File: src/rtl/tmcw_pkg.sv
// ----------------------------------------------------------------------------
// tmcw_pkg
// Shared constants, operation codes and bundle types of the text console.
// ----------------------------------------------------------------------------
package tmcw_pkg;

	// Screen geometry limits and store size
	localparam int MAX_COLS   = 80;
	localparam int MAX_ROWS   = 25;
	localparam int CELL_COUNT = MAX_COLS * MAX_ROWS;
	localparam int ADDR_W     = $clog2(CELL_COUNT);
	localparam int CNT_W      = $clog2(CELL_COUNT + 1);

	// Field widths
	localparam int FUNC_W    = 2;
	localparam int CHAR_W    = 8;
	localparam int ATTR_W    = 8;
	localparam int CELL_W    = ATTR_W + CHAR_W;
	localparam int CADDR_W   = 11;
	localparam int COL_W     = 7;
	localparam int ROW_W     = 5;
	localparam int CIDX_W    = 11;
	localparam int LIN_W     = ROW_W + COL_W + 1;
	localparam int CFG_IDX_W = 2;
	localparam int CFG_DAT_W = 8;

	// Stream widths
	localparam int S_TDATA_W = 24;
	localparam int S_TUSER_W = 2;
	localparam int M_TDATA_W = 40;
	localparam int M_TUSER_W = 1;

	// Item queue
	localparam int Q_DEPTH = 2;
	localparam int Q_PTR_W = $clog2(Q_DEPTH);
	localparam int Q_CNT_W = $clog2(Q_DEPTH + 1);

	// Function codes
	localparam logic [FUNC_W-1:0] FUNC_PUT   = 2'd0;
	localparam logic [FUNC_W-1:0] FUNC_CLEAR = 2'd1;
	localparam logic [FUNC_W-1:0] FUNC_READ  = 2'd2;

	// Character codes
	localparam logic [CHAR_W-1:0] CH_BS    = 8'h08;
	localparam logic [CHAR_W-1:0] CH_TAB   = 8'h09;
	localparam logic [CHAR_W-1:0] CH_LF    = 8'h0A;
	localparam logic [CHAR_W-1:0] CH_CR    = 8'h0D;
	localparam logic [CHAR_W-1:0] CH_SPACE = 8'h20;
	localparam logic [CHAR_W-1:0] CH_LAST  = 8'h7F;
	localparam int                TAB_STEP = 8;

	// Register indexes and reset values
	localparam logic [CFG_IDX_W-1:0] CFG_ATTR = 2'd0;
	localparam logic [CFG_IDX_W-1:0] CFG_COLS = 2'd1;
	localparam logic [CFG_IDX_W-1:0] CFG_ROWS = 2'd2;

	localparam logic [ATTR_W-1:0] ATTR_RESET = 8'h0F;
	localparam logic [COL_W-1:0]  COLS_RESET = 7'd80;
	localparam logic [ROW_W-1:0]  ROWS_RESET = 5'd25;
	localparam logic [CELL_W-1:0] INIT_CELL  = 16'h0F20;

	typedef enum logic [3:0] {
		OP_STORE = 4'd0,
		OP_BS    = 4'd1,
		OP_TAB   = 4'd2,
		OP_CR    = 4'd3,
		OP_LF    = 4'd4,
		OP_IGN   = 4'd5,
		OP_CLEAR = 4'd6,
		OP_READ  = 4'd7,
		OP_NONE  = 4'd8
	} op_t;

	typedef struct packed {
		op_t                op;
		logic [CHAR_W-1:0]  chr;
		logic [CADDR_W-1:0] addr;
	} q_item_t;

	typedef struct packed {
		logic [ATTR_W-1:0] attr;
		logic [COL_W-1:0]  nc;
		logic [ROW_W-1:0]  nr;
	} cfg_t;

	typedef struct packed {
		logic [CELL_W-1:0] cell_val;
		logic              scrolled;
		logic [CIDX_W-1:0] index;
		logic [ROW_W-1:0]  row;
		logic [COL_W-1:0]  col;
	} res_t;

endpackage

File: src/rtl/tmcw_front.sv
// ----------------------------------------------------------------------------
// tmcw_front
// Input side: accept requests, classify them into operations, push to queue.
// ----------------------------------------------------------------------------
module tmcw_front (
	input  logic                             s_axis_tvalid,
	output logic                             s_axis_tready,
	input  logic [tmcw_pkg::S_TDATA_W-1:0]   s_axis_tdata,  // char_code, cell_address
	input  logic [tmcw_pkg::S_TUSER_W-1:0]   s_axis_tuser,  // func
	input  logic                             init_busy,
	input  logic                             q_full,
	output logic                             push,
	output tmcw_pkg::q_item_t                item
);
	import tmcw_pkg::*;

	function automatic op_t classify(input logic [FUNC_W-1:0] func,
	                                 input logic [CHAR_W-1:0] chr);
		op_t op;
		op = OP_NONE;
		unique case (func)
			FUNC_PUT: begin
				if (chr == CH_BS) op = OP_BS;
				else if (chr == CH_TAB) op = OP_TAB;
				else if (chr == CH_CR) op = OP_CR;
				else if (chr == CH_LF) op = OP_LF;
				else if (chr >= CH_SPACE && chr <= CH_LAST) op = OP_STORE;
				else op = OP_IGN;
			end
			FUNC_CLEAR: op = OP_CLEAR;
			FUNC_READ:  op = OP_READ;
			default:    op = OP_NONE;
		endcase
		return op;
	endfunction

	// Hold off while the store is being initialized or the queue is full
	assign s_axis_tready = !init_busy && !q_full;
	assign push          = s_axis_tvalid && s_axis_tready;

	assign item.op   = classify(s_axis_tuser[FUNC_W-1:0], s_axis_tdata[CHAR_W-1:0]);
	assign item.chr  = s_axis_tdata[CHAR_W-1:0];
	assign item.addr = s_axis_tdata[CHAR_W +: CADDR_W];

endmodule

File: config.mk
export PLATFORM = sky130hd
export DESIGN_NAME = tmcw_front
export DESIGN_NICKNAME = d
export VERILOG_FILES = /design/src/rtl/tmcw_pkg.sv /design/src/rtl/tmcw_front.sv
export SDC_FILE = /design/constraint.sdc
export NUM_CORES = 1
export LEC_CHECK = 0
export BUFFER_PORTS_ARGS = -buffer_cell sky130_fd_sc_hd__buf_2
export CORE_AREA = 4 4 41 43
export DETAILED_ROUTE_END_ITERATION = 8
export DIE_AREA = 0 0 45 47
export GPL_TIMING_DRIVEN = 0
export PLACE_DENSITY = 0.68
export SETUP_SLACK_MARGIN = 0.3
export SLEW_MARGIN = 20
export SYNTH_ARGS = -nofsm -noshare
export SYNTH_HDL_FRONTEND = slang
export SYNTH_SLANG_ARGS = --single-unit
File: constraint.sdc
create_clock -name vclk -period 0.95
set_input_delay 0.19 -clock vclk [all_inputs]
set_output_delay 0.19 -clock vclk [all_outputs]
set_load 0.005 [all_outputs]
==> results of run 1 <==
## timing repair
| item | CTS | global route |
|---|---|---|
| buffers inserted | 3 | 0 |
| pin swaps | 8 | 4 |
| gates resized for setup | 38 | 8 |
| endpoints found under the setup margin | 14 | 14 |
## where the power goes
part           total, mW  internal (mW)  switching, mW  leakage [nW]
clock                  0              0              0             0
sequential             0              0              0             0
combinational      0.332          0.223          0.108         0.423
## metal layers
| metal | track usage | vias up | part of all wire |
|---|---|---|---|
| li1 | - | 198 | - |
| met1 | 0.102 | 179 | 0.28 |
| met2 | 0.257 | 22 | 0.64 |
| met3 | 0.00383 | 0 | 0.083 |
| met4 | 0 | 0 | 0 |
| met5 | 0 | - | 0 |
## final timing paths
check             from        to  slack [ns]  cells past startpoint
max    s_axis_tdata[1]  item[19]       -0.24                      5
min    s_axis_tdata[8]   item[0]        0.55                      2
## worst max-delay path: cells and delay by family
kind | cells | cell delay (ns)
AOI/OAI and AO/OA | 2 | 0.44
buffers and inverters | 2 | 0.25
and+or+nand+nor | 1 | 0.12
## cell usage after synthesis (all sizes together) (2+ instances only)
library cell	instances	area, um^2
inv	3	11.3
o211a	2	20.0
nor2	3	11.3
ha	2	25.0
buf	19	143
o31ai	2	20.0
## per-stage QoR
| stage | hold slack, ns | area, um^2 | setup slack (ns) | util |
|---|---|---|---|---|
| CTS | 0.549 | 749 | -0.262 | 0.576 |
| detailed placement | 0.548 | 559 | -0.279 | 0.430 |
| floorplan | 0.401 | 350 | 0.0182 | - |
| global route | 0.553 | 782 | -0.280 | 0.601 |
| finish | 0.546 | 782 | -0.242 | 0.601 |
| global placement | 0.548 | 559 | -0.272 | 0.430 |
## cells by family after synthesis
family | count (synthesis)
buffers and inverters | 22
adders and majority gates | 2
AOI/OAI and AO/OA | 6
and+or+nand+nor | 10
## final cells by class
class	count	area share
timing repair buffer	41	0.466
multi-input combinational	18	0.282
buffer	19	0.211
tap	15	0.0240
inverter	3	0.0176
==> impl_results.md, run 1 <==
* Status: finished with violations
* Failing checks: setup timing
* Fraction of the yosys area taken by sequential cells at 0
* Area growth syn-to-layout at 167%
* Slowest cell on the critical path: o211a_1
* Max-cap viol count at 0
* Die W at about 45 um
* DR WL/cell at 11.4 um
* Starting Density at 0.225
* Pre-Repair DR Iteration Count at 3
* CP cell instances: buf_8 -> nor2b_1 -> o211a_1 -> o31ai_2 -> buf_2
* Leak at approximately 0.42 nW
* Fill cell count at 126
* FFs & Latches at 0
* Largest family of logic cells by synthesized area: buffers and inverters
* First-pass GRT wire length at roughly 1800 um
* Initial antenna violation count at 0
* GRT overflow at 0
* # diodes at 0
* Fmax achieved at about 840 MHz
* Final setup TNS at -0.568 ns
* Most frequent cells in the layout: 20 x buf_2, 17 x buf_6, 15 x buf_4
* Slew HR at 0.863
* Share of layout cells above drive strength 1 at 0.889
* Number of global-route vias before repair at between 400 and 500
* CP Data Required Time at ~0.76 ns
* Worst hold path type: in -> out
* # rows at 13
* Peak VDD IR at about 0.20 mV
* Multi-input combinational cell area at around 220 um^2
* Post-CTS Hold Buffers at 0
* Post-Syn Area at approximately 290 um^2
* RSZ-0062 raised after global routing: true
* Avg Synthesized Cell Area at between 7 and 8 um^2
* Yosys cell types at 16
* RePlAce Congestion at 0.626
* Area of the core at 0.00130 mm^2
* Boundary Pins at 54
* Crit. End Element: primary output
* Initial DRC Count at 1
* Worst-path maximum fanout at 3
* Power Density at approximately 420 mW/mm^2
* Net count, final at approximately 110
* Tcrit/Tclk final at 1.25
* Via density at 4.16
* Synth Area in Compound Gates at 0.184
* Final setup violating endpoints at 3
* Mux contribution to synthesized area at 0
* Min setup slack post-route at -0.242 ns
* Crit path largest cell delay at 0.23 ns
* IO Port Bufs at 38
* Die H at about 47 um
* Routed WL at roughly 1100 um
* DR vias at 399
* Tot GR Track Use at 0.108
* Final Hold Fails at 0
* DIE AREA at about 0.0021 mm^2
* Syn Nets at between 70 and 80
* Max-slew violation count at 0
* Synth warnings at 0
* Adder-Cell Fraction of Synth Area at 0.0855
* Largest net degree at the start of global routing at 6
* Setup CP Type: in -> out
* Critical path arrival at 1.00 ns
* Tot Pwr at 332 uW
* Most common cell after layout, fill and taps aside: buf_2
* DRC at 0
* Slew @ Worst Pin at 0.205 ns
* Clkbuf count at 0
* Register area at 0 um^2
* Startpoint types: input pin
* Synthesized instance count at 40
* Post-synthesis simple-gate area fraction at 0.205
* Post-Synth XOR/XNOR Area at 0
* Hpwl dp at about 860 um
* Post-route minimum period at 1.19 ns
* Antenna Nets Post-Route at 0
* Non-filler cells, final at 96
* Inst Count DP at 93
(Power assumes the default switching activity.)
==> inputs of run 2 (changes only) <==
CORE_AREA = 2 2 39 41   (was 4 4 41 43)
DIE_AREA = 0 0 41 43   (was 0 0 45 47)
PLACE_DENSITY = 0.69   (was 0.68)
==> run 2 against run 1 <==
Compared with the run above: the run still ends with setup timing left; total power shrank 1.1%; critical endpoint unchanged; die area decreased by 17%; fmax rose by 0.24%; non-clock buffer count unchanged; critical path type unchanged; combinational power is 1% lower; wire length shrank 13%; first-iteration DRC count unchanged; count of clock-buffer cells in the layout did not move; worst hold slack worse by 0.00071 ns.
==> impl_results.md, run 2 (same netlist as run 1, synthesis figures left out) <==
* Status: finished with violations (unchanged)
* Failing checks: setup timing (unchanged)
* Fmax achieved at 841 MHz (was 839 MHz)
* NetSw at 106 uW (was 108 uW)
* Net count, final at 114 (unchanged)
* Most common cell after layout, fill and taps aside: buf_6 (was buf_2)
* Final setup TNS at -0.590 ns (was -0.568 ns)
* Hpwl dp at 708 um (was 864 um)
* # diodes at 0 (unchanged)
* Hold_ws at 0.545 ns (was 0.546 ns)
* Via density at 4.08 (was 4.16)
* Peak VDD IR at 0.181 mV (was 0.201 mV)
* Power Density at 421 mW/mm^2 (was 424 mW/mm^2)
* RSZ-0062 raised after global routing: true (unchanged)
* Tcrit/Tclk final at 1.25 (about the same)
* Antenna Nets Post-Route at 0 (unchanged)
* FFs & Latches at 0 (unchanged)
* Worst-path maximum fanout at 3 (unchanged)
* Max-slew violation count at 0 (unchanged)
* P_int at 222 uW (was 223 uW)
* Post-place setup slack at -0.275 ns (was -0.279 ns)
* Die W at 41 um (was 45 um)
* # rows at 14 (was 13)
* Switching Share at 0.324 (was 0.327)
* Logic pwr share at 1.000 (about the same)
* IO Port Bufs at 38 (unchanged)
* Inst Count DP at 94 (was 93)
* Max-cap viol count at 0 (unchanged)
* Tot GR Track Use at 0.103 (was 0.108)
* Starting Density at 0.212 (was 0.225)
* Fill cell count at 129 (was 126)
* Die H at 43 um (was 47 um)
* Slew @ Worst Pin at 0.204 ns (was 0.205 ns)
* Cell Area, Placed at 561 um^2 (was 559 um^2)
* Leak at 0.420 nW (was 0.423 nW)
* Routed WL at 950 um (was 1100 um)
* Initial DRC Count at 1 (unchanged)
* Most frequent cells in the layout: 20 x buf_6, 19 x buf_2, 14 x buf_4 (was 20 x buf_2, 17 x buf_6, 15 x buf_4)
* Post-route minimum period at 1.19 ns (about the same)
* Register share of total power at 0 (about the same)
* Clkbuf count at 0 (unchanged)
* Setup CP Type: in -> out (unchanged)
* Area of the core at 0.00138 mm^2 (was 0.00130 mm^2)
* Register area at 0 um^2 (unchanged)
* Startpoint types: input pin (unchanged)
* Critical path arrival at 1.00 ns (about the same)
* Share of layout cells above drive strength 1 at 0.877 (was 0.889)
* DR WL/cell at 9.79 um (was 11.4 um)
* Crit path to: item[19] (unchanged)
* CP Data Required Time at 0.76 ns (about the same)
* Area growth syn-to-layout at 166% (was 167%)
* DIE AREA at 0.00176 mm^2 (was 0.00212 mm^2)
* Final Hold Fails at 0 (unchanged)
* Final setup violating endpoints at 3 (unchanged)
* Non-filler cells, final at 97 (was 96)
* Critical Path Source: s_axis_tdata[1] (unchanged)
* Post-route cell area at 779 um^2 (was 782 um^2)
* GRT overflow at 0 (unchanged)
* DR vias at 396 (was 399)
* Number of global-route vias before repair at 342 (was 437)
* Crit. End Element: primary output (unchanged)
* Min setup slack post-route at -0.239 ns (was -0.242 ns)
* Largest net degree at the start of global routing at 5 (was 6)
* Initial antenna violation count at 0 (unchanged)
* First-pass GRT wire length at 1310 um (was 1780 um)
* DRC at 0 (unchanged)
* Clock share of power at 0 (about the same)
* Slew HR at 0.864 (was 0.863)
* Worst hold path type: in -> out (unchanged)
* RePlAce Congestion at 0.665 (was 0.626)
* Pre-Repair DR Iteration Count at 2 (was 3)
* Boundary Pins at 54 (unchanged)
==> run 2: cell count changes in the layout (fill, tap and decap cells not counted) <==
cell and change:
buf_6 +3, o31ai_1 +1, buf_12 -1, o31ai_2 -1, buf_2 -1, buf_4 -1
==> run 2: per-stage QoR <==
stage	power [mW]	util
floorplan	0.122	-
global placement	0.227	0.405
detailed placement	0.232	0.405
CTS	0.309	0.529
global route	0.354	0.563
finish	0.328	0.563
==> run 2: what timing repair did <==
| action | 4_1_cts | 5_1_grt |
|---|---|---|
| resized for setup | 36 | 9 |
| setup buffers | 2 | 1 |
| endpoints found under the setup margin | 14 | 14 |
| hold buffers | 0 | 0 |
| pin swaps | 7 | 6 |
==> run 2: layout make-up <==
cell class / instances / area, um^2 / area share
repair buffers: 41 / 365 / 0.469
multi-input cells: 18 / 215 / 0.276
plain buffers: 19 / 165 / 0.212
well taps: 16 / 20.0 / 0.0257
inverters: 3 / 13.8 / 0.0177
==> run 2: worst max-delay path: stages <==
cell and delay, ns:
buf_8 0.10, nor2b_1 0.12, o211a_1 0.23, o31ai_2 0.22
buf_2 0.15
==> run 2: power groups by stage <==
stage                     clock [mW]  sequential (mW)  combinational (mW)
final                              0                0               0.328
after CTS                          0                0               0.309
after floorplan                    0                0               0.122
after global routing               0                0               0.354
after detailed placement           0                0               0.232
after global placement             0                0               0.227
==> run 2: worst min-delay path by stage <==
stage                      from            end  slack (ns)  cells after the start
4_1_cts        s_axis_tdata[17]        item[9]        0.55                      2
2_1_floorplan         init_busy  s_axis_tready        0.40                      1
5_1_grt        s_axis_tdata[15]        item[7]        0.55                      2
3_5_place_dp   s_axis_tdata[17]        item[9]        0.55                      2
6_report       s_axis_tdata[17]        item[9]        0.54                      2
3_3_place_gp   s_axis_tdata[17]        item[9]        0.55                      2
==> run 2: routing by layer <==
layer,routed length (um),global-route usage,part of all wire
met2,603,0.216,0.63
met5,0,0,0
met3,76,0,0.080
met1,270,0.108,0.28
met4,0,0,0
