<file path="src/rtl/tmcw_pkg.sv">
// ----------------------------------------------------------------------------
// tmcw_pkg
// Shared constants, operation codes and bundle types of the text console.
// ----------------------------------------------------------------------------
package tmcw_pkg;

	// Screen geometry limits and store size
	localparam int MAX_COLS   = 80;
	localparam int MAX_ROWS   = 25;
	localparam int CELL_COUNT = MAX_COLS * MAX_ROWS;
	localparam int ADDR_W     = $clog2(CELL_COUNT);
	localparam int CNT_W      = $clog2(CELL_COUNT + 1);

	// Field widths
	localparam int FUNC_W    = 2;
	localparam int CHAR_W    = 8;
	localparam int ATTR_W    = 8;
	localparam int CELL_W    = ATTR_W + CHAR_W;
	localparam int CADDR_W   = 11;
	localparam int COL_W     = 7;
	localparam int ROW_W     = 5;
	localparam int CIDX_W    = 11;
	localparam int LIN_W     = ROW_W + COL_W + 1;
	localparam int CFG_IDX_W = 2;
	localparam int CFG_DAT_W = 8;

	// Stream widths
	localparam int S_TDATA_W = 24;
	localparam int S_TUSER_W = 2;
	localparam int M_TDATA_W = 40;
	localparam int M_TUSER_W = 1;

	// Item queue
	localparam int Q_DEPTH = 2;
	localparam int Q_PTR_W = $clog2(Q_DEPTH);
	localparam int Q_CNT_W = $clog2(Q_DEPTH + 1);

	// Function codes
	localparam logic [FUNC_W-1:0] FUNC_PUT   = 2'd0;
	localparam logic [FUNC_W-1:0] FUNC_CLEAR = 2'd1;
	localparam logic [FUNC_W-1:0] FUNC_READ  = 2'd2;

	// Character codes
	localparam logic [CHAR_W-1:0] CH_BS    = 8'h08;
	localparam logic [CHAR_W-1:0] CH_TAB   = 8'h09;
	localparam logic [CHAR_W-1:0] CH_LF    = 8'h0A;
	localparam logic [CHAR_W-1:0] CH_CR    = 8'h0D;
	localparam logic [CHAR_W-1:0] CH_SPACE = 8'h20;
	localparam logic [CHAR_W-1:0] CH_LAST  = 8'h7F;
	localparam int                TAB_STEP = 8;

	// Register indexes and reset values
	localparam logic [CFG_IDX_W-1:0] CFG_ATTR = 2'd0;
	localparam logic [CFG_IDX_W-1:0] CFG_COLS = 2'd1;
	localparam logic [CFG_IDX_W-1:0] CFG_ROWS = 2'd2;

	localparam logic [ATTR_W-1:0] ATTR_RESET = 8'h0F;
	localparam logic [COL_W-1:0]  COLS_RESET = 7'd80;
	localparam logic [ROW_W-1:0]  ROWS_RESET = 5'd25;
	localparam logic [CELL_W-1:0] INIT_CELL  = 16'h0F20;

	typedef enum logic [3:0] {
		OP_STORE = 4'd0,
		OP_BS    = 4'd1,
		OP_TAB   = 4'd2,
		OP_CR    = 4'd3,
		OP_LF    = 4'd4,
		OP_IGN   = 4'd5,
		OP_CLEAR = 4'd6,
		OP_READ  = 4'd7,
		OP_NONE  = 4'd8
	} op_t;

	typedef struct packed {
		op_t                op;
		logic [CHAR_W-1:0]  chr;
		logic [CADDR_W-1:0] addr;
	} q_item_t;

	typedef struct packed {
		logic [ATTR_W-1:0] attr;
		logic [COL_W-1:0]  nc;
		logic [ROW_W-1:0]  nr;
	} cfg_t;

	typedef struct packed {
		logic [CELL_W-1:0] cell_val;
		logic              scrolled;
		logic [CIDX_W-1:0] index;
		logic [ROW_W-1:0]  row;
		logic [COL_W-1:0]  col;
	} res_t;

endpackage

</file>
<file path="src/rtl/tmcw_queue.sv">
// ----------------------------------------------------------------------------
// tmcw_queue
// Short FIFO of classified requests between front and back.
// ----------------------------------------------------------------------------
module tmcw_queue (
	input  logic              clk,
	input  logic              arst_n,
	input  logic              push,
	input  tmcw_pkg::q_item_t push_item,
	input  logic              pop,
	output tmcw_pkg::q_item_t head,
	output logic              empty,
	output logic              full
);
	import tmcw_pkg::*;

	q_item_t              entry_q [Q_DEPTH];
	logic [Q_PTR_W-1:0]   wr_ptr_q;
	logic [Q_PTR_W-1:0]   rd_ptr_q;
	logic [Q_CNT_W-1:0]   cnt_q;

	function automatic logic [Q_PTR_W-1:0] next_ptr(input logic [Q_PTR_W-1:0] p);
		return (p == Q_PTR_W'(Q_DEPTH - 1)) ? '0 : p + 1'b1;
	endfunction

	assign empty = (cnt_q == '0);
	assign full  = (cnt_q == Q_CNT_W'(Q_DEPTH));
	assign head  = entry_q[rd_ptr_q];

	always_ff @(posedge clk) begin
		if (push) begin
			entry_q[wr_ptr_q] <= push_item;
		end
	end

	always_ff @(posedge clk or negedge arst_n) begin
		if (!arst_n) begin
			wr_ptr_q <= '0;
			rd_ptr_q <= '0;
			cnt_q    <= '0;
		end else begin
			if (push) wr_ptr_q <= next_ptr(wr_ptr_q);
			if (pop)  rd_ptr_q <= next_ptr(rd_ptr_q);
			if (push && !pop) cnt_q <= cnt_q + 1'b1;
			else if (pop && !push) cnt_q <= cnt_q - 1'b1;
		end
	end

endmodule

</file>
<file path="config.mk">
export PLATFORM = sky130hd
export DESIGN_NAME = tmcw_queue
export DESIGN_NICKNAME = d
export VERILOG_FILES = /design/src/rtl/tmcw_pkg.sv /design/src/rtl/tmcw_queue.sv
export SDC_FILE = /design/constraint.sdc
export NUM_CORES = 1
export LEC_CHECK = 0
export ABC_AREA = 0
export BUFFER_PORTS_ARGS = -buffer_cell sky130_fd_sc_hd__buf_2
export CAP_MARGIN = 20
export CORE_MARGIN = 2
export CORE_UTILIZATION = 51
export DETAILED_ROUTE_END_ITERATION = 8
export GPL_TIMING_DRIVEN = 0
export HOLD_SLACK_MARGIN = 0.08
export PLACE_DENSITY_LB_ADDON = 0.1
export SLEW_MARGIN = 10
export SYNTH_ARGS = -nofsm -noshare
export SYNTH_HDL_FRONTEND = slang
export SYNTH_SLANG_ARGS = --single-unit
</file>
<file path="constraint.sdc">
create_clock -name clk -period 2.3 [get_ports clk]
set_input_delay 0.46 -clock clk [delete_from_list [all_inputs] [get_ports clk]]
set_output_delay 0.46 -clock clk [all_outputs]
set_load 0.01 [all_outputs]
</file>
==> results of run 1 <==
## power breakdown
group          internal [mW]  switching, mW
Combinational          0.540          0.442
Clock                  0.214          0.258
Sequential              1.22         0.0688
## cell families (layout without fill, tap and decap cells)
logic type	Yosys count	after routing	share of synthesized area, %
mux	23	23	16.94
flops	50	50	75.99
buf+inv	4	65	2.824
fa+ha+maj	1	1	0.6417
simple gates	5	5	1.348
xor+xnor	5	5	2.246
## area by class of cell
type                    count  area, µm²
inverters                   1      3.754
flip-flops and latches     50       1481
well taps                  48      60.06
clock inverters             2      13.76
plain buffers               3      51.30
clock buffers               6      72.57
multi-input cells          34      415.4
repair buffers             53      280.3
fillers                   271       1282
## per-layer routing
metal  global-route usage (%)  vias to the layer above  routed length, µm
met2                    24.12                       35               1517
met5                        0                        -                  0
met3                    5.281                        2                196
met1                    16.00                      459               1006
li1                         -                      451                  -
met4                    7.031                        0                 17
## synthesized netlist by cell type
library cell,count,area share (%)
dfrtp_1,4,5.1
nor2_1,2,0.39
ha_1,1,0.64
buf_12,2,2.1
mux2_4,19,15
mux2_2,4,2.3
and2_1,1,0.32
nor2b_1,2,0.64
inv_1,1,0.19
xor2_1,4,1.8
edfxtp_1,46,71
xnor2_1,1,0.45
buf_6,1,0.58
## registers in the layout, indices dropped and copies added, names as in the netlist
register,flops
rd_ptr_q,1
entry_q,46
wr_ptr_q,1
cnt_q,2
## final timing paths
path	start	to	slack, ns	cells after the start
setup / recovery	rd_ptr_q$_DFFE_PN0P_	head[1]	0.45	4
hold / removal	push_item[20]	entry_q[0][20]$_DFFE_PP_	0.35	1
setup reg to reg	wr_ptr_q$_DFFE_PN0P_	entry_q[1][8]$_DFFE_PP_	0.68	1
hold reg to reg	cnt_q[1]$_DFFE_PN0P_	cnt_q[1]$_DFFE_PN0P_	0.51	1
max in group asynchronous	arst_n	rd_ptr_q$_DFFE_PN0P_	1.66	2
min in group asynchronous	arst_n	cnt_q[0]$_DFFE_PN0P_	0.52	2
## stage by stage
step	utilization [%]	total power [mW]
after floorplan	-	1.996
after global placement	61.86	2.271
after detailed placement	62.34	2.310
after CTS	64.97	2.786
after global routing	64.97	2.894
final	64.97	2.741
==> run_results.csv, run 1 <==
group,metric,value,unit
detailed_routing,drtIter0Drc,25,
job,max-cap-violations,0,
logic_synthesis,yosysWarnings,0,
clock_network,numCtsBuffers,5,
placement,place_hpwl,1.930,mm
worst_setup_path,critical_path.max_stage_delay,0.38,ns
sta,fin_crit_sh,80.46,%
logic_synthesis,synth-seq-cells,50,
power,powerDensity,1152,nW/µm²
clock_network,cts_tree,"done",
sta,hold_ws,0.3541,ns
global_route,track_usage,14.34,%
sta,timing_hold_violations_final,0,
clock_network,cts_max_path_buffers,2,
floorplan,ios,52,
worst_setup_path,path_max_fanout,10,
placement,dp_slack,0.4707,ns
final_layout,most-common-layout-cells,"buf_2 (51), edfxtp_1 (46), mux2_4 (19)",
worst_setup_path,critPathSlowestCell,"dfrtp_1",
power,leakage,0.9795,nW
worst_setup_path,crit_family,"buffers and inverters",
sta,fin_crit,1.851,ns
sta,finalWorstSetupSlack,0.4494,ns
floorplan,initial_core_util,53.25,%
final_layout,final_common_cell,"buf_2",
worst_setup_path,critPathBufInv,3,
global_route,grt_overflow,0,
logic_synthesis,synth-seq-area-share,75.99,%
detailed_routing,wl_per_cell,13.89,µm
floorplan,core_area,3661,µm²
clock_network,clock_latency,0.29,ns
floorplan,die_y,65.83,µm
placement,dpl_cell_area,2282,µm²
sta,worstMarginPinSlew,1.031,ns
worst_setup_path,critPathKind,"reg -> out",
sta,fmax,0.5404,GHz
sta,rsz0062_at_grt,"false",
final_layout,layout.nets,176,
floorplan,rows,22,
clock_network,cts_setup_buffers,0,
min_path,hp-class,"in -> reg",
clock_network,cts_hold_buf,1,
worst_setup_path,start_kind,"flop",
floorplan,die_width,65.83,µm
sta,setup_violations,0,
final_layout,areaGrowthSynthToFinish,22.02,%
global_route,grt_max_degree,24,
placement,portBuffers,51,
status,run_status,"complete, no violations",
sta,relSlewSlack,31.27,%
worst_setup_path,cp.arrival,1.39,ns
clock_network,path_clk_slew,0.08,ns
worst_setup_path,cp.required,1.84,ns
final_layout,design_area,2379,µm²
power,irDropWorstVdd,0.7373,mV
logic_synthesis,synthDistinctLibCells,13,
global_route,grt_pass1_wl,4.340,mm
placement,gp_congestion,0.6305,
final_layout,drive_above_1_share,57.72,%
clock_network,htreeDepth,2,
placement,dp_cells,188,
logic_synthesis,syn_nets,116,
clock_network,cts_root_buffer,"clkbuf_8",
detailed_routing,final_antenna_net_count,0,
logic_synthesis,syn_area_per_cell,22.15,µm²
detailed_routing,drt-pass1-iter-count,4,
detailed_routing,post-route-drc-count,0,
logic_synthesis,postSynthCellCount,88,
global_route,first_global_vias,929,
worst_setup_path,crit_chain,"buf_6 > buf_12 > mux2_4 > buf_2",
final_layout,stdcell_count,197,
clock_network,cts.sinks,50,
detailed_routing,routed_wl,2.737,mm
detailed_routing,vias,947,
sta,tns,0,ns
final_layout,diodes,0,
sta,slew_viol_final,0,
clock_network,ctsResizeCount,0,
logic_synthesis,syn_area,1949,µm²
floorplan,dieArea,4333,µm²
worst_setup_path,end_kind,"primary output",
global_route,antenna_found_initial,0,
sta,finalClockSkew,0.003212,ns
detailed_routing,viasPerCell,4.807,
Note: power is estimated with default switching activity, not from simulation.
==> run 2, diff against run 1 <==
- ABC_AREA: 0 -> 1
- CORE_UTILIZATION: 51 -> 46
- clock period: 2.3 -> 1.7 ns (I/O delays scaled with it)
==> run_results.csv, run 2 <==
group,metric,value,unit
status,run_status,"finished, violations left",
status,violations,"setup timing",
sta,worstMarginPinSlew,0.9115,ns
final_layout,most-common-layout-cells,"edfxtp_1 (46), buf_2 (29), buf_6 (23)",
clock_network,numCtsBuffers,5,
worst_setup_path,critPathBufInv,3,
worst_setup_path,path_max_fanout,10,
final_layout,layout.nets,188,
power,intPower,2.943,mW
final_layout,regMostFlops,"entry_q",
logic_synthesis,ys_async_sr_fraction,8.000,%
detailed_routing,drtIter0Drc,75,
floorplan,die_y,69.43,µm
logic_synthesis,synthTopCellsByArea,"edfxtp_1 (70%), mux2_4 (14%), dfrtp_1 (5.1%), mux2_2 (2.3%), buf_12 (2.0%)",
placement,portBuffers,51,
final_layout,areaGrowthSynthToFinish,29.80,%
logic_synthesis,netlist_top_cells_count,"edfxtp_1 (46), mux2_4 (19), inv_1 (7)",
clock_network,clock_latency,0.29,ns
final_layout,largestRegisters,"entry_q (46), cnt_q (2)",
power,pwr-share-seq,42.7,%
global_route,grt_overflow,0,
floorplan,initial_core_util,48.54,%
final_layout,final_common_cell,"edfxtp_1",
sta,timing_hold_violations_final,0,
clock_network,cts_max_path_buffers,2,
power,p_clk_share,15.4,%
detailed_routing,routed_wl,3.158,mm
logic_synthesis,synthDistinctLibCells,14,
sta,finalWorstSetupSlack,-0.01265,ns
worst_setup_path,crit_family,"buffers and inverters",
sta,fmax,0.5839,GHz
logic_synthesis,syn_area_per_cell,20.30,µm²
logic_synthesis,netlist.area_leader.share,70.14,%
power,swShare,27.87,%
floorplan,dieArea,4821,µm²
sta,relSlewSlack,39.17,%
clock_network,path_clk_slew,0.08,ns
logic_synthesis,postSynthCellCount,97,
final_layout,largest_reg_flops,46,
sta,fin_crit,1.713,ns
sta,fin_crit_sh,100.7,%
placement,gp_congestion,0.7257,
final_layout,drive_above_1_share,54.66,%
floorplan,rows,23,
final_layout,n_fill_cell,317,
global_route,antenna_found_initial,0,
sta,finalClockSkew,0.002150,ns
sta,rsz0062_at_grt,"true",
min_path,hp-class,"in -> reg",
power,comb_power_share,41.9,%
global_route,grt_pass1_wl,5.078,mm
clock_network,htreeDepth,2,
floorplan,core_area,4058,µm²
global_route,first_global_vias,1127,
logic_synthesis,synth_most_common_cell,"edfxtp_1",
worst_setup_path,start_kind,"flop",
worst_setup_path,critical_path.max_stage_delay,0.38,ns
global_route,track_usage,14.07,%
job,max-cap-violations,0,
power,leakage,1.070,nW
clock_network,cts_tree,"done",
sta,setup_violations,19,
detailed_routing,post-route-drc-count,0,
final_layout,diodes,0,
clock_network,cts.sinks,50,
detailed_routing,viasPerCell,4.758,
power,p_switching,1.137,mW
logic_synthesis,synth-seq-area-share,75.22,%
placement,dpl_cell_area,2305,µm²
final_layout,design_area,2556,µm²
worst_setup_path,cp.required,1.36,ns
logic_synthesis,yosysWarnings,0,
worst_setup_path,crit_chain,"buf_6 > buf_12 > mux2_4 > buf_6",
detailed_routing,final_antenna_net_count,0,
logic_synthesis,synth_edf_count,46,
sta,slew_viol_final,0,
worst_setup_path,crit_top_cell,"buf_6",
logic_synthesis,synth-seq-cells,50,
floorplan,ios,52,
clock_network,cts_root_buffer,"clkbuf_8",
power,irDropWorstVdd,0.7919,mV
worst_setup_path,critPathKind,"reg -> out",
logic_synthesis,syn_nets,125,
final_layout,utilization,63.00,%
detailed_routing,vias,1004,
logic_synthesis,yosys.area.top_type,"edfxtp_1",
power,powerDensity,1596,nW/µm²
detailed_routing,wl_per_cell,14.97,µm
floorplan,die_width,69.43,µm
logic_synthesis,synth_flop_cell,"edfxtp_1",
detailed_routing,drt-pass1-iter-count,4,
worst_setup_path,critPathSlowestCell,"dfrtp_1",
global_route,grt_max_degree,24,
worst_setup_path,cp.arrival,1.37,ns
worst_setup_path,end_kind,"primary output",
placement,place_hpwl,2.237,mm
logic_synthesis,syn_area,1969,µm²
-- run 2: cell count changes after synthesis, moves of 2 or more --
cell and change:
inv_1 +6, nand2_1 +5, nor2b_1 -2, xor2_1 -2
-- run 2: path summary, 6_finish.rpt --
| check | start | end | slack, ns | cells after the start |
|---|---|---|---|---|
| min in group asynchronous | arst_n | cnt_q[1]$_DFFE_PN0P_ | 0.38 | 2 |
| setup reg to reg | wr_ptr_q$_DFFE_PN0P_ | entry_q[1][5]$_DFFE_PP_ | 0.17 | 2 |
| hold reg to reg | cnt_q[1]$_DFFE_PN0P_ | cnt_q[1]$_DFFE_PN0P_ | 0.53 | 2 |
| hold / removal | push_item[2] | entry_q[1][2]$_DFFE_PP_ | 0.23 | 1 |
| max in group asynchronous | arst_n | rd_ptr_q$_DFFE_PN0P_ | 1.20 | 2 |
| setup / recovery | rd_ptr_q$_DFFE_PN0P_ | head[21] | -0.01 | 4 |
-- run 2: power by group through the flow --
stage	Clock [mW]	Sequential, mW	Combinational (mW)
6_report	0.630	1.74	1.71
5_1_grt	0.695	1.77	1.82
4_1_cts	0.649	1.74	1.70
3_5_place_dp	0	1.77	1.39
3_3_place_gp	0	1.75	1.33
2_1_floorplan	0	1.74	0.971
-- run 2: layer usage --
| layer | global-route usage (%) | share of wire (%) | vias up |
|---|---|---|---|
| met1 | 13.95 | 36 | 476 |
| met5 | 0 | 0 | - |
| met4 | 5.229 | 1.5 | 0 |
| met2 | 26.39 | 57 | 39 |
| li1 | - | - | 483 |
| met3 | 5.233 | 5.7 | 6 |
-- run 2: cell type report --
cell class | count | area (µm²) | share of cell area [%]
tap | 50 | 62.56 | 2.447
timing repair buffer | 56 | 440.4 | 17.23
sequential | 50 | 1481 | 57.95
multi-input combinational | 37 | 412.9 | 16.15
clock inverter | 2 | 8.758 | 0.3426
buffer | 3 | 51.30 | 2.007
inverter | 7 | 26.28 | 1.028
clock buffer | 6 | 72.57 | 2.839
-- run 2: metrics by stage --
| step | hold slack (ns) | std cells | total power, mW | setup WS [ns] | setup TNS [ns] |
|---|---|---|---|---|---|
| floorplan | 0.04441 | 97 | 2.710 | 0.2735 | 0 |
| global placement | 0.1461 | 198 | 3.083 | -0.1352 | -3.101 |
| detailed placement | 0.1532 | 199 | 3.156 | 0.05725 | 0 |
| CTS | 0.2219 | 211 | 4.090 | -0.02275 | -0.3229 |
| global route | 0.2158 | 211 | 4.280 | -0.05950 | -1.073 |
| finish | 0.2327 | 211 | 4.080 | -0.01265 | -0.1078 |
-- run 2: what timing repair did --
item / in CTS / in global routing
buffers inserted: 3 / 0
endpoints found under the hold margin: 4 / 0
resized for setup: 19 / 3
endpoints found under the setup margin: 19 / 23
hold buffers: 1 / 0
gates cloned: 0 / 0
-- run 2: worst register-to-register path, stage by stage, from the launching register on --
cell     delay, ns
dfrtp_1       0.41
nand2_1       0.08
inv_1         0.67
-- run 2: kinds of logic after synthesis --
logic type | share of synthesized area (%)
flip-flops | 75.22
multiplexers | 16.77
buffers and inverters | 3.939
AND/OR/NAND/NOR | 2.097
XOR/XNOR | 1.334
adder cells (fa/ha/maj) | 0.6352
